--- src/rtl/touch_packet_decoder_scaler_macros.svh ---
// Assertion helpers shared by the queue and scaler modules.
`ifndef TOUCH_PACKET_DECODER_SCALER_MACROS_SVH
`define TOUCH_PACKET_DECODER_SCALER_MACROS_SVH

// Property that must hold at every clock edge out of reset.
`define TPDS_ASSERT(label, clk, rstn, prop, msg) \
  label: assert property (@(posedge clk) disable iff (!rstn) prop) else $error(msg);

// Condition that must never be seen out of reset.
`define TPDS_ASSERT_NEVER(label, clk, rstn, cond, msg) \
  label: assert property (@(posedge clk) disable iff (!rstn) !(cond)) else $error(msg);

`endif

--- src/rtl/tpds_pkg.sv ---
package tpds_pkg;

  // Serial frame format
  localparam logic [7:0] SYNC_BYTE   = 8'h55;  // 'U'
  localparam logic [7:0] TOUCH_TYPE  = 8'h54;  // 'T'
  localparam int         FRAME_LEN   = 10;
  localparam int         PAYLOAD_LEN = 8;
  localparam int         FRAME_IDX_W = $clog2(FRAME_LEN);
  localparam int         PAYLOAD_IDX_W = $clog2(PAYLOAD_LEN);

  // Field widths
  localparam int RAW_W     = 16;
  localparam int WIN_W     = 13;
  localparam int OUT_W     = 13;
  localparam int MODE_W    = 4;
  localparam int ORIGIN_W  = 24;
  localparam int PROD_W    = RAW_W + WIN_W;
  localparam int DIV_CNT_W = $clog2(PROD_W);
  localparam int FIX_W     = PROD_W + 3;

  localparam logic [OUT_W-1:0] OUT_MAX = {OUT_W{1'b1}};

  // Mode bit positions
  localparam int MODE_INITIAL_ONLY = 0;
  localparam int MODE_MIRROR_X     = 1;
  localparam int MODE_MIRROR_Y     = 2;
  localparam int MODE_SUPPRESS     = 3;

  // Configuration port
  localparam int CFG_IDX_W  = 3;
  localparam int CFG_DATA_W = ORIGIN_W;

  typedef enum logic [CFG_IDX_W-1:0] {
    REG_MODE,
    REG_WIN_ORIGIN,
    REG_WIN_WIDTH,
    REG_WIN_HEIGHT,
    REG_CAL_X,
    REG_CAL_Y,
    REG_CAL_WIDTH,
    REG_CAL_HEIGHT
  } tpds_reg_e;

  localparam logic [WIN_W-1:0] WIN_WIDTH_RST  = 13'd720;
  localparam logic [WIN_W-1:0] WIN_HEIGHT_RST = 13'd576;
  localparam logic [RAW_W-1:0] CAL_SPAN_RST   = 16'd1000;

  // Coordinate field width inside window_origin
  localparam int COORD_BITS_DEF = 12;

  // Job queue between parser and scaler
  localparam int QUEUE_DEPTH = 2;
  localparam int QPTR_W      = (QUEUE_DEPTH > 1) ? $clog2(QUEUE_DEPTH) : 1;

  typedef struct packed {
    logic [MODE_W-1:0]   mode_bits;
    logic [ORIGIN_W-1:0] window_origin;
    logic [WIN_W-1:0]    window_width;
    logic [WIN_W-1:0]    window_height;
    logic [RAW_W-1:0]    cal_x;
    logic [RAW_W-1:0]    cal_y;
    logic [RAW_W-1:0]    cal_width;
    logic [RAW_W-1:0]    cal_height;
  } tpds_cfg_t;

  typedef struct packed {
    logic [RAW_W-1:0] rx;
    logic [RAW_W-1:0] ry;
    logic [RAW_W-1:0] rz;
  } tpds_job_t;

  typedef struct packed {
    logic full;
    logic empty;
  } tpds_qstat_t;

  typedef enum logic [2:0] {
    ST_IDLE,
    ST_PREP,
    ST_MUL,
    ST_DIV,
    ST_FIX,
    ST_ADD,
    ST_OUT
  } tpds_state_e;

endpackage

--- src/rtl/touch_packet_decoder_scaler.sv ---
// Touch controller frame decoder with calibration scaling.
//
// Input channel: one serial byte per word on rx_byte_i (in_valid_i / in_stall_o).
// Bytes are framed on a 'U' sync byte; a 10-byte frame with type 'T' becomes one
// touch word. Output channel: x_pos_o, y_pos_o, pressure_o (out_valid_o /
// out_stall_i). Non-touch frames, filtered touches and suppressed results give
// no output word. The user must write configuration registers through cfg_we_i,
// cfg_idx_i and cfg_wdata_i only while idle; the block does not enforce it.
//
// Throughput: the parser takes one byte per cycle while the job queue has room.
// The scaler handles one touch at a time (x then y, each a prep, a multiply, 29
// divide steps, a clip and a place step, plus a dequeue and an output step) on
// the shared one-bit-per-cycle restoring divider. A two-entry job queue sits
// between them.
// Stall: a word waits in the output register while out_stall_i is high; bytes
// keep flowing until the job queue fills, then in_stall_o rises.
// Reset: asynchronous, active low; parser waits for sync, queue empties,
// registers return to their defaults (window 720 x 576, cal span 1000 x 1000).
module touch_packet_decoder_scaler #(
  parameter int COORD_BITS = tpds_pkg::COORD_BITS_DEF
) (
  input  logic                              clk_i,
  input  logic                              rst_ni,
  // byte input
  input  logic                              in_valid_i,
  output logic                              in_stall_o,
  input  logic [7:0]                        rx_byte_i,
  // touch output
  output logic                              out_valid_o,
  input  logic                              out_stall_i,
  output logic [tpds_pkg::OUT_W-1:0]        x_pos_o,
  output logic [tpds_pkg::OUT_W-1:0]        y_pos_o,
  output logic [tpds_pkg::RAW_W-1:0]        pressure_o,
  // register writes
  input  logic                              cfg_we_i,
  input  logic [tpds_pkg::CFG_IDX_W-1:0]    cfg_idx_i,
  input  logic [tpds_pkg::CFG_DATA_W-1:0]   cfg_wdata_i
);

  tpds_pkg::tpds_cfg_t   cfg_q;
  tpds_pkg::tpds_qstat_t q_stat;
  tpds_pkg::tpds_job_t   job_in, job_out;
  logic                  in_accept;
  logic                  push, pop;

  // Configuration registers
  always_ff @(posedge clk_i or negedge rst_ni) begin
    if (!rst_ni) begin
      cfg_q.mode_bits     <= '0;
      cfg_q.window_origin <= '0;
      cfg_q.window_width  <= tpds_pkg::WIN_WIDTH_RST;
      cfg_q.window_height <= tpds_pkg::WIN_HEIGHT_RST;
      cfg_q.cal_x         <= '0;
      cfg_q.cal_y         <= '0;
      cfg_q.cal_width     <= tpds_pkg::CAL_SPAN_RST;
      cfg_q.cal_height    <= tpds_pkg::CAL_SPAN_RST;
    end else if (cfg_we_i) begin
      case (tpds_pkg::tpds_reg_e'(cfg_idx_i))
        tpds_pkg::REG_MODE:       cfg_q.mode_bits     <= cfg_wdata_i[tpds_pkg::MODE_W-1:0];
        tpds_pkg::REG_WIN_ORIGIN: cfg_q.window_origin <= cfg_wdata_i[tpds_pkg::ORIGIN_W-1:0];
        tpds_pkg::REG_WIN_WIDTH:  cfg_q.window_width  <= cfg_wdata_i[tpds_pkg::WIN_W-1:0];
        tpds_pkg::REG_WIN_HEIGHT: cfg_q.window_height <= cfg_wdata_i[tpds_pkg::WIN_W-1:0];
        tpds_pkg::REG_CAL_X:      cfg_q.cal_x         <= cfg_wdata_i[tpds_pkg::RAW_W-1:0];
        tpds_pkg::REG_CAL_Y:      cfg_q.cal_y         <= cfg_wdata_i[tpds_pkg::RAW_W-1:0];
        tpds_pkg::REG_CAL_WIDTH:  cfg_q.cal_width     <= cfg_wdata_i[tpds_pkg::RAW_W-1:0];
        tpds_pkg::REG_CAL_HEIGHT: cfg_q.cal_height    <= cfg_wdata_i[tpds_pkg::RAW_W-1:0];
        default: begin
        end
      endcase
    end
  end

  // Hold bytes off only when no room is left for a finished touch
  assign in_stall_o = q_stat.full;
  assign in_accept  = in_valid_i && !q_stat.full;

  // Frame parser and touch filter
  tpds_front u_front (
    .clk_i       (clk_i),
    .rst_ni      (rst_ni),
    .accept_i    (in_accept),
    .rx_byte_i   (rx_byte_i),
    .mode_bits_i (cfg_q.mode_bits),
    .push_o      (push),
    .job_o       (job_in)
  );

  // Decoupling queue of raw touches
  tpds_queue u_queue (
    .clk_i  (clk_i),
    .rst_ni (rst_ni),
    .push_i (push),
    .job_i  (job_in),
    .pop_i  (pop),
    .job_o  (job_out),
    .stat_o (q_stat)
  );

  // Calibration scaler with output register
  tpds_back #(
    .COORD_BITS (COORD_BITS)
  ) u_back (
    .clk_i       (clk_i),
    .rst_ni      (rst_ni),
    .cfg_i       (cfg_q),
    .q_stat_i    (q_stat),
    .q_job_i     (job_out),
    .q_pop_o     (pop),
    .out_valid_o (out_valid_o),
    .out_stall_i (out_stall_i),
    .x_pos_o     (x_pos_o),
    .y_pos_o     (y_pos_o),
    .pressure_o  (pressure_o)
  );

endmodule

--- src/rtl/tpds_queue.sv ---
`include "touch_packet_decoder_scaler_macros.svh"

module tpds_queue (
  input  logic                  clk_i,
  input  logic                  rst_ni,
  input  logic                  push_i,
  input  tpds_pkg::tpds_job_t   job_i,
  input  logic                  pop_i,
  output tpds_pkg::tpds_job_t   job_o,
  output tpds_pkg::tpds_qstat_t stat_o
);

  localparam int PW = tpds_pkg::QPTR_W;
  localparam int CW = PW + 1;

  tpds_pkg::tpds_job_t mem_q [tpds_pkg::QUEUE_DEPTH];
  logic [PW-1:0] wr_ptr_q, wr_ptr_d;
  logic [PW-1:0] rd_ptr_q, rd_ptr_d;
  logic [CW-1:0] count_q, count_d;

  always_comb begin
    wr_ptr_d = wr_ptr_q;
    rd_ptr_d = rd_ptr_q;
    count_d  = count_q;
    if (push_i) begin
      wr_ptr_d = (wr_ptr_q == PW'(tpds_pkg::QUEUE_DEPTH - 1)) ? '0 : wr_ptr_q + PW'(1);
    end
    if (pop_i) begin
      rd_ptr_d = (rd_ptr_q == PW'(tpds_pkg::QUEUE_DEPTH - 1)) ? '0 : rd_ptr_q + PW'(1);
    end
    if (push_i && !pop_i) begin
      count_d = count_q + CW'(1);
    end else if (pop_i && !push_i) begin
      count_d = count_q - CW'(1);
    end
  end

  always_ff @(posedge clk_i or negedge rst_ni) begin
    if (!rst_ni) begin
      wr_ptr_q <= '0;
      rd_ptr_q <= '0;
      count_q  <= '0;
    end else begin
      wr_ptr_q <= wr_ptr_d;
      rd_ptr_q <= rd_ptr_d;
      count_q  <= count_d;
    end
  end

  always_ff @(posedge clk_i) begin
    if (push_i) begin
      mem_q[wr_ptr_q] <= job_i;
    end
  end

  assign job_o        = mem_q[rd_ptr_q];
  assign stat_o.full  = (count_q == CW'(tpds_pkg::QUEUE_DEPTH));
  assign stat_o.empty = (count_q == '0);

  `TPDS_ASSERT_NEVER(a_push_full, clk_i, rst_ni, push_i && stat_o.full, "push into full queue")
  `TPDS_ASSERT_NEVER(a_pop_empty, clk_i, rst_ni, pop_i && stat_o.empty, "pop from empty queue")

endmodule

--- src/rtl/tpds_front.sv ---
module tpds_front (
  input  logic                                 clk_i,
  input  logic                                 rst_ni,
  input  logic                                 accept_i,
  input  logic [7:0]                           rx_byte_i,
  input  logic [tpds_pkg::MODE_W-1:0]          mode_bits_i,
  output logic                                 push_o,
  output tpds_pkg::tpds_job_t                  job_o
);

  localparam int IW = tpds_pkg::FRAME_IDX_W;
  localparam int BW = tpds_pkg::PAYLOAD_IDX_W;

  logic [IW-1:0] idx_q, idx_d;
  logic [7:0]    bytes_q [tpds_pkg::PAYLOAD_LEN];
  logic [BW-1:0] wr_idx;
  logic          store;
  logic          keep;

  // Payload byte n of the frame lands at slot n-1
  assign wr_idx = BW'(idx_q - IW'(1));
  assign store  = accept_i && (idx_q != '0) && (idx_q <= IW'(tpds_pkg::PAYLOAD_LEN));

  assign keep = (bytes_q[0] == tpds_pkg::TOUCH_TYPE)
             && !(mode_bits_i[tpds_pkg::MODE_INITIAL_ONLY] && !bytes_q[1][0])
             && !mode_bits_i[tpds_pkg::MODE_SUPPRESS];

  always_comb begin
    idx_d  = idx_q;
    push_o = 1'b0;
    if (accept_i) begin
      if (idx_q == '0) begin
        if (rx_byte_i == tpds_pkg::SYNC_BYTE) begin
          idx_d = IW'(1);
        end
      end else if (idx_q == IW'(tpds_pkg::FRAME_LEN - 1)) begin
        // checksum byte closes the frame
        idx_d  = '0;
        push_o = keep;
      end else begin
        idx_d = idx_q + IW'(1);
      end
    end
  end

  always_ff @(posedge clk_i or negedge rst_ni) begin
    if (!rst_ni) begin
      idx_q <= '0;
    end else begin
      idx_q <= idx_d;
    end
  end

  always_ff @(posedge clk_i) begin
    if (store) begin
      bytes_q[wr_idx] <= rx_byte_i;
    end
  end

  assign job_o.rx = {bytes_q[3], bytes_q[2]};
  assign job_o.ry = {bytes_q[5], bytes_q[4]};
  assign job_o.rz = {bytes_q[7], bytes_q[6]};

endmodule

--- src/rtl/tpds_back.sv ---
`include "touch_packet_decoder_scaler_macros.svh"

module tpds_back #(
  parameter int COORD_BITS = tpds_pkg::COORD_BITS_DEF
) (
  input  logic                          clk_i,
  input  logic                          rst_ni,
  input  tpds_pkg::tpds_cfg_t           cfg_i,
  input  tpds_pkg::tpds_qstat_t         q_stat_i,
  input  tpds_pkg::tpds_job_t           q_job_i,
  output logic                          q_pop_o,
  output logic                          out_valid_o,
  input  logic                          out_stall_i,
  output logic [tpds_pkg::OUT_W-1:0]    x_pos_o,
  output logic [tpds_pkg::OUT_W-1:0]    y_pos_o,
  output logic [tpds_pkg::RAW_W-1:0]    pressure_o
);

  localparam int RW    = tpds_pkg::RAW_W;
  localparam int WW    = tpds_pkg::WIN_W;
  localparam int OW    = tpds_pkg::OUT_W;
  localparam int PW    = tpds_pkg::PROD_W;
  localparam int FW    = tpds_pkg::FIX_W;
  localparam int CW    = tpds_pkg::DIV_CNT_W;
  localparam int EXT_W = (2 * COORD_BITS > tpds_pkg::ORIGIN_W) ?
                         2 * COORD_BITS : tpds_pkg::ORIGIN_W;
  localparam int SUM_W = ((COORD_BITS > OW) ? COORD_BITS : OW) + 1;

  tpds_pkg::tpds_state_e state_q, state_d;
  logic                  axis_q, axis_d;  // 0: x, 1: y
  logic [CW-1:0]         cnt_q, cnt_d;

  tpds_pkg::tpds_job_t   job_q, job_d;
  logic                  neg_q, neg_d;
  logic [RW-1:0]         mag_q, mag_d;
  logic [WW-1:0]         size_q, size_d;
  logic [RW-1:0]         span_q, span_d;
  logic [PW-1:0]         quo_q, quo_d;   // product, then quotient
  logic [RW-1:0]         rem_q, rem_d;
  logic [WW-1:0]         tc_q, tc_d;     // coordinate inside the window
  logic [OW-1:0]         x_q, x_d;
  logic [OW-1:0]         y_q, y_d;

  logic [EXT_W-1:0]      org_ext;
  logic [COORD_BITS-1:0] org;
  logic [RW-1:0]         raw, cal_org, cal_span;
  logic [WW-1:0]         win_size;
  logic                  mirror;
  logic [RW:0]           shifted;
  logic signed [FW-1:0]  sv, t, size_s;
  logic [SUM_W-1:0]      sum;
  logic [OW-1:0]         placed;

  assign org_ext  = EXT_W'(cfg_i.window_origin);
  assign org      = axis_q ? org_ext[2*COORD_BITS-1:COORD_BITS] : org_ext[COORD_BITS-1:0];
  assign raw      = axis_q ? job_q.ry : job_q.rx;
  assign cal_org  = axis_q ? cfg_i.cal_y : cfg_i.cal_x;
  assign cal_span = axis_q ? cfg_i.cal_height : cfg_i.cal_width;
  assign win_size = axis_q ? cfg_i.window_height : cfg_i.window_width;
  assign mirror   = axis_q ? cfg_i.mode_bits[tpds_pkg::MODE_MIRROR_Y]
                           : cfg_i.mode_bits[tpds_pkg::MODE_MIRROR_X];

  // restoring divide step
  assign shifted = {rem_q, quo_q[PW-1]};

  // sign, mirror
  assign size_s = signed'(FW'(size_q));
  assign sv     = neg_q ? -signed'(FW'(quo_q)) : signed'(FW'(quo_q));
  assign t      = mirror ? (size_s - signed'(FW'(1)) - sv) : sv;

  // place into the window and saturate to the output range
  assign sum    = SUM_W'(org) + SUM_W'(tc_q);
  assign placed = (sum > SUM_W'(tpds_pkg::OUT_MAX)) ? tpds_pkg::OUT_MAX : sum[OW-1:0];

  always_comb begin
    state_d     = state_q;
    axis_d      = axis_q;
    cnt_d       = cnt_q;
    job_d       = job_q;
    neg_d       = neg_q;
    mag_d       = mag_q;
    size_d      = size_q;
    span_d      = span_q;
    quo_d       = quo_q;
    rem_d       = rem_q;
    tc_d        = tc_q;
    x_d         = x_q;
    y_d         = y_q;
    q_pop_o     = 1'b0;
    out_valid_o = 1'b0;

    case (state_q)
      tpds_pkg::ST_IDLE: begin
        if (!q_stat_i.empty) begin
          q_pop_o = 1'b1;
          job_d   = q_job_i;
          axis_d  = 1'b0;
          state_d = tpds_pkg::ST_PREP;
        end
      end
      tpds_pkg::ST_PREP: begin
        neg_d   = raw < cal_org;
        mag_d   = (raw < cal_org) ? cal_org - raw : raw - cal_org;
        size_d  = (win_size == '0) ? WW'(1) : win_size;
        span_d  = (cal_span == '0) ? RW'(1) : cal_span;
        state_d = tpds_pkg::ST_MUL;
      end
      tpds_pkg::ST_MUL: begin
        quo_d   = PW'(mag_q) * PW'(size_q);
        rem_d   = '0;
        cnt_d   = '0;
        state_d = tpds_pkg::ST_DIV;
      end
      tpds_pkg::ST_DIV: begin
        if (shifted >= {1'b0, span_q}) begin
          rem_d = RW'(shifted - {1'b0, span_q});
          quo_d = {quo_q[PW-2:0], 1'b1};
        end else begin
          rem_d = shifted[RW-1:0];
          quo_d = {quo_q[PW-2:0], 1'b0};
        end
        cnt_d = cnt_q + CW'(1);
        if (cnt_q == CW'(PW - 1)) begin
          state_d = tpds_pkg::ST_FIX;
        end
      end
      tpds_pkg::ST_FIX: begin
        if (t[FW-1]) begin
          tc_d = '0;
        end else if (t >= size_s) begin
          tc_d = size_q - WW'(1);
        end else begin
          tc_d = t[WW-1:0];
        end
        state_d = tpds_pkg::ST_ADD;
      end
      tpds_pkg::ST_ADD: begin
        if (axis_q) begin
          y_d     = placed;
          state_d = tpds_pkg::ST_OUT;
        end else begin
          x_d     = placed;
          axis_d  = 1'b1;
          state_d = tpds_pkg::ST_PREP;
        end
      end
      tpds_pkg::ST_OUT: begin
        out_valid_o = 1'b1;
        if (!out_stall_i) begin
          state_d = tpds_pkg::ST_IDLE;
        end
      end
      default: begin
        state_d = tpds_pkg::ST_IDLE;
      end
    endcase
  end

  always_ff @(posedge clk_i or negedge rst_ni) begin
    if (!rst_ni) begin
      state_q <= tpds_pkg::ST_IDLE;
      axis_q  <= 1'b0;
      cnt_q   <= '0;
    end else begin
      state_q <= state_d;
      axis_q  <= axis_d;
      cnt_q   <= cnt_d;
    end
  end

  always_ff @(posedge clk_i) begin
    job_q  <= job_d;
    neg_q  <= neg_d;
    mag_q  <= mag_d;
    size_q <= size_d;
    span_q <= span_d;
    quo_q  <= quo_d;
    rem_q  <= rem_d;
    tc_q   <= tc_d;
    x_q    <= x_d;
    y_q    <= y_d;
  end

  assign x_pos_o    = x_q;
  assign y_pos_o    = y_q;
  assign pressure_o = job_q.rz;

  `TPDS_ASSERT(a_div_cnt, clk_i, rst_ni, (state_q == tpds_pkg::ST_DIV) |-> (cnt_q < CW'(PW)), "divide step count overran")
  `TPDS_ASSERT(a_clip, clk_i, rst_ni, (state_q == tpds_pkg::ST_ADD) |-> (tc_q < size_q), "clipped coordinate outside window")
  `TPDS_ASSERT(a_y_then_out, clk_i, rst_ni, ((state_q == tpds_pkg::ST_ADD) && axis_q) |=> (state_q == tpds_pkg::ST_OUT), "y axis done without presenting word")
  `TPDS_ASSERT(a_out_release, clk_i, rst_ni, ((state_q == tpds_pkg::ST_OUT) && !out_stall_i) |=> (state_q == tpds_pkg::ST_IDLE), "taken word not released")

endmodule
--- config.mk ---
export PLATFORM = sky130hd
export DESIGN_NAME = touch_packet_decoder_scaler
export DESIGN_NICKNAME = d
export VERILOG_FILES = /design/src/rtl/tpds_pkg.sv /design/src/rtl/touch_packet_decoder_scaler.sv /design/src/rtl/tpds_queue.sv /design/src/rtl/tpds_front.sv /design/src/rtl/tpds_back.sv
export VERILOG_INCLUDE_DIRS = /design/src /design/src/rtl
export SDC_FILE = /design/constraint.sdc
export NUM_CORES = 1
export LEC_CHECK = 0
export BUFFER_PORTS_ARGS = -buffer_cell sky130_fd_sc_hd__buf_4
export CORE_AREA = 5 5 282 284
export DETAILED_ROUTE_END_ITERATION = 6
export DIE_AREA = 0 0 287 289
export PLACE_DENSITY = 0.66
export RECOVER_POWER = 100
export SYNTH_ARGS = -nofsm -noshare
export SYNTH_HDL_FRONTEND = slang
export SYNTH_SLANG_ARGS = --single-unit
--- constraint.sdc ---
create_clock -name clk_i -period 11 [get_ports clk_i]
set_input_delay 2.2 -clock clk_i [delete_from_list [all_inputs] [get_ports clk_i]]
set_output_delay 2.2 -clock clk_i [all_outputs]
set_load 0.1 [all_outputs]
==> run_results.csv <==
group,metric,value,unit
worst_hold_path,hold_path_class,"register to register",
logic_synthesis,synth_area_leaders,"edfxtp_1 (33%), fa_1 (10%), dfrtp_1 (9.6%)",
drt,wl_met3,3.59,mm
worst_setup_path,critical_path.top_delay_family,"buffers and inverters",
logic_synthesis,yosys.area.top_type,"edfxtp_1",
finish,final_common_cell,"edfxtp_1",
sta,skew,0.0239,ns
logic_synthesis,async_reset_ff_share,29.0,%
cts,path_clk_slew,0.06,ns
floorplanning,die_w,287,um
drt,viasPerCell,5.21,
finish,seqCellArea,13300,um^2
finish,syn_to_final_growth,9.22,%
placed_design,dp_hpwl,49.9,mm
worst_setup_path,cp.required,11.33,ns
global_route,grt_pass1_wl,108,mm
logic_synthesis,synth_cell_types,84,
cts,cts.sinks,466,
run_status,outcome,"complete, but fails checks",
floorplanning,die_y,289,um
logic_synthesis,syn-cell-area,30500,um^2
drt,drt_iter0_markers,1223,
sta,fin_crit_sh,75.3,%
worst_setup_path,crit_chain,"clkbuf_1 > mux2_1 > nor2_1 > a21oi_1 > ha_1 > o21ai_0 > a31oi_1 > o21ai_0 > a21oi_1 > o311a_1 > o221ai_1 > o221ai_1 > nor4_4 > clkbuf_1 > mux2i_1 > nor2_2",
global_route,grt_usage,16.1,%
finish,mostFrequentLayoutCells,"edfxtp_1 (331), inv_1 (308), nand2_1 (258), ha_1 (186), mux2_2 (181)",
drt,met2WireLength,31.9,mm
worst_setup_path,arrival,8.61,ns
drt,highest_layer,"met5",
floorplanning,start_util,39.7,%
finish,multi_input_area,15400,um^2
worst_setup_path,crit_path_start_kind,"register",
run_status,failed_checks,"max-capacitance violations, max-slew violations",
sta,setup-violations-final,0,
placed_design,io_buffers,83,
logic_synthesis,ys_ff_latch,466,
global_route,grt_pass1_vias,19800,
cts,cts_max_path_buffers,3,
sta,timing.fmax,0.121,GHz
logic_synthesis,synth_ff_type,"edfxtp_1",
drt,wl_met1,30.2,mm
floorplanning,coreArea,76800,um^2
sta,period_needed,8.28,ns
drt,ant_nets,0,
finish,fillers,7297,
floorplanning,die_area,82900,um^2
logic_synthesis,ys.warnings.count,0,
worst_setup_path,endpoint_kind,"register",
worst_setup_path,path_class,"register to register",
worst_setup_path,crit_slowest_cell,"clkbuf_1",
worst_setup_path,path_max_fanout,50,
drt,wire_per_inst,17.7,um
global_route,grt_overflow,0,
drt,first_pass_iters,6,
worst_setup_path,reg2reg_slack,2.72,ns
worst_setup_path,worst-path-buf-inv,2,
finish,final_nets,3112,
logic_synthesis,synth_edf_count,331,
sta,slew_viol_final,590,
cts,postCtsSetupRepairBufs,0,
cts,numCtsBuffers,46,
cts,tritoncts,"built",
drt,finalWirelength,67.3,mm
logic_synthesis,synth_nets,3079,
cts,clkLatencyLatePin,0.59,ns
cts,cts_hold_buf,0,
floorplanning,ioPinCount,84,
worst_setup_path,slowest_delay,2.41,ns
placed_design,gp_congestion,0.868,
logic_synthesis,synthCells,2694,
run,maxCapViolations,14,
cts,clock-root-buffer,"clkbuf_16",
cts,ctsResizeCount,0,
logic_synthesis,syn_area_per_cell,11.3,um^2
sta,hold_violations,0,
logic_synthesis,ys_seq_area_share,43.8,%
sta,max_slew.worst_pin.slew,3.78,ns
floorplanning,rows,102,
drt,vias,19800,
logic_synthesis,synth_top_cell_area_share,32.6,%
sta,max_slew_margin,-152,%
cts,cts.htree.levels,2,
drt,drcViolationCount,0,
sta,tns,0,ns
sta,rsz0062_at_grt,"false",
global_route,grt_max_degree,74,
finish,drive_gt1_share,12.2,%
global_route,antenna_found_initial,4,
## routing by layer
layer  vias to the layer above  track usage (%)
met4                         6             4.35
li1                       9381                -
met1                      9864             22.2
met2                       460             26.5
met3                       109             2.93
met5                         -                0
## Yosys cell counts (all sizes together), types with 4 or more instances
cell     count
edfxtp     331
inv        310
nand2      258
mux2       209
ha         186
fa         159
dfrtp      117
a21oi      114
nor2       101
o21ai      100
clkbuf      86
and2        85
mux2i       74
xnor2       63
xor2        49
a21o        46
nand3       36
buf         34
nor3        32
nand2b      28
o21bai      24
nor2b       21
nor4        19
dfstp       18
nand4       14
and3        13
a21boi      12
a31oi       12
o21a        12
or3         11
a2111oi     10
a211oi       9
o211ai       9
o31ai        9
o221ai       7
o22ai        7
o41ai        7
or2          7
or4          7
a211o        4
a22o         4
a311oi       4
## registers in the layout, summed over array words and instances, names as in the netlist, 2 cells and up
register	count
cfg_q	118
u_queue.mem_q	96
u_front.bytes_q	57
u_back.job_q	32
u_back.quo_q	29
u_back.mag_q	16
u_back.pressure_o	16
u_back.rem_q	16
u_back.span_q	16
u_back.size_q	13
u_back.tc_q	13
u_back.x_pos_o	13
u_back.y_pos_o	13
u_back.cnt_q	5
u_front.idx_q	4
u_back.state_q	3
u_queue.count_q	2
## kinds of logic after synthesis
family	synth area share, %
buf+inv	5.57
simple gates	10.4
flops	43.8
xor+xnor	3.22
compound gates	8.73
fa+ha+maj	18.2
mux	10.2
## final cells by class
cell class,instances,share of cell area [%]
multi-input cells,1798,46.4
flip-flops and latches,466,40.1
well taps,1040,3.91
clock buffers,60,3.74
inverters,310,3.50
repair buffers,105,1.57
clock inverters,22,0.745
diodes,2,0.0150
## final timing paths
kind,endpoint,cells past startpoint,start
worst max-delay path,u_back.tc_q[6],16,u_back.axis_q
worst min-delay path,u_queue.mem_q[0][22],0,u_front.bytes_q[4][6]
worst max register to register,u_back.tc_q[6],16,u_back.axis_q
worst min register to register,u_queue.mem_q[0][22],0,u_front.bytes_q[4][6]
max in group asynchronous,cfg_q[79],2,rst_ni
min in group asynchronous,cfg_q[31],1,rst_ni
## metrics by stage
step / instances / cell area (um^2) / worst slack [ns] / util [%] / hold WS (ns)
2_1_floorplan: 2694 / 30500 / 3.37 / - / 0.421
3_3_place_gp: 3719 / 32100 / 4.47 / 41.8 / 0.422
3_5_place_dp: 3719 / 32100 / 4.31 / 41.8 / 0.431
4_1_cts: 3801 / 33600 / 4.27 / 43.7 / 0.446
5_1_grt: 3801 / 33300 / 1.95 / 43.3 / 0.449
6_report: 3803 / 33300 / 2.72 / 43.3 / 0.445
Power is not shown: default switching activity piles up to over one toggle a cycle in this logic, so the estimate is an artifact.
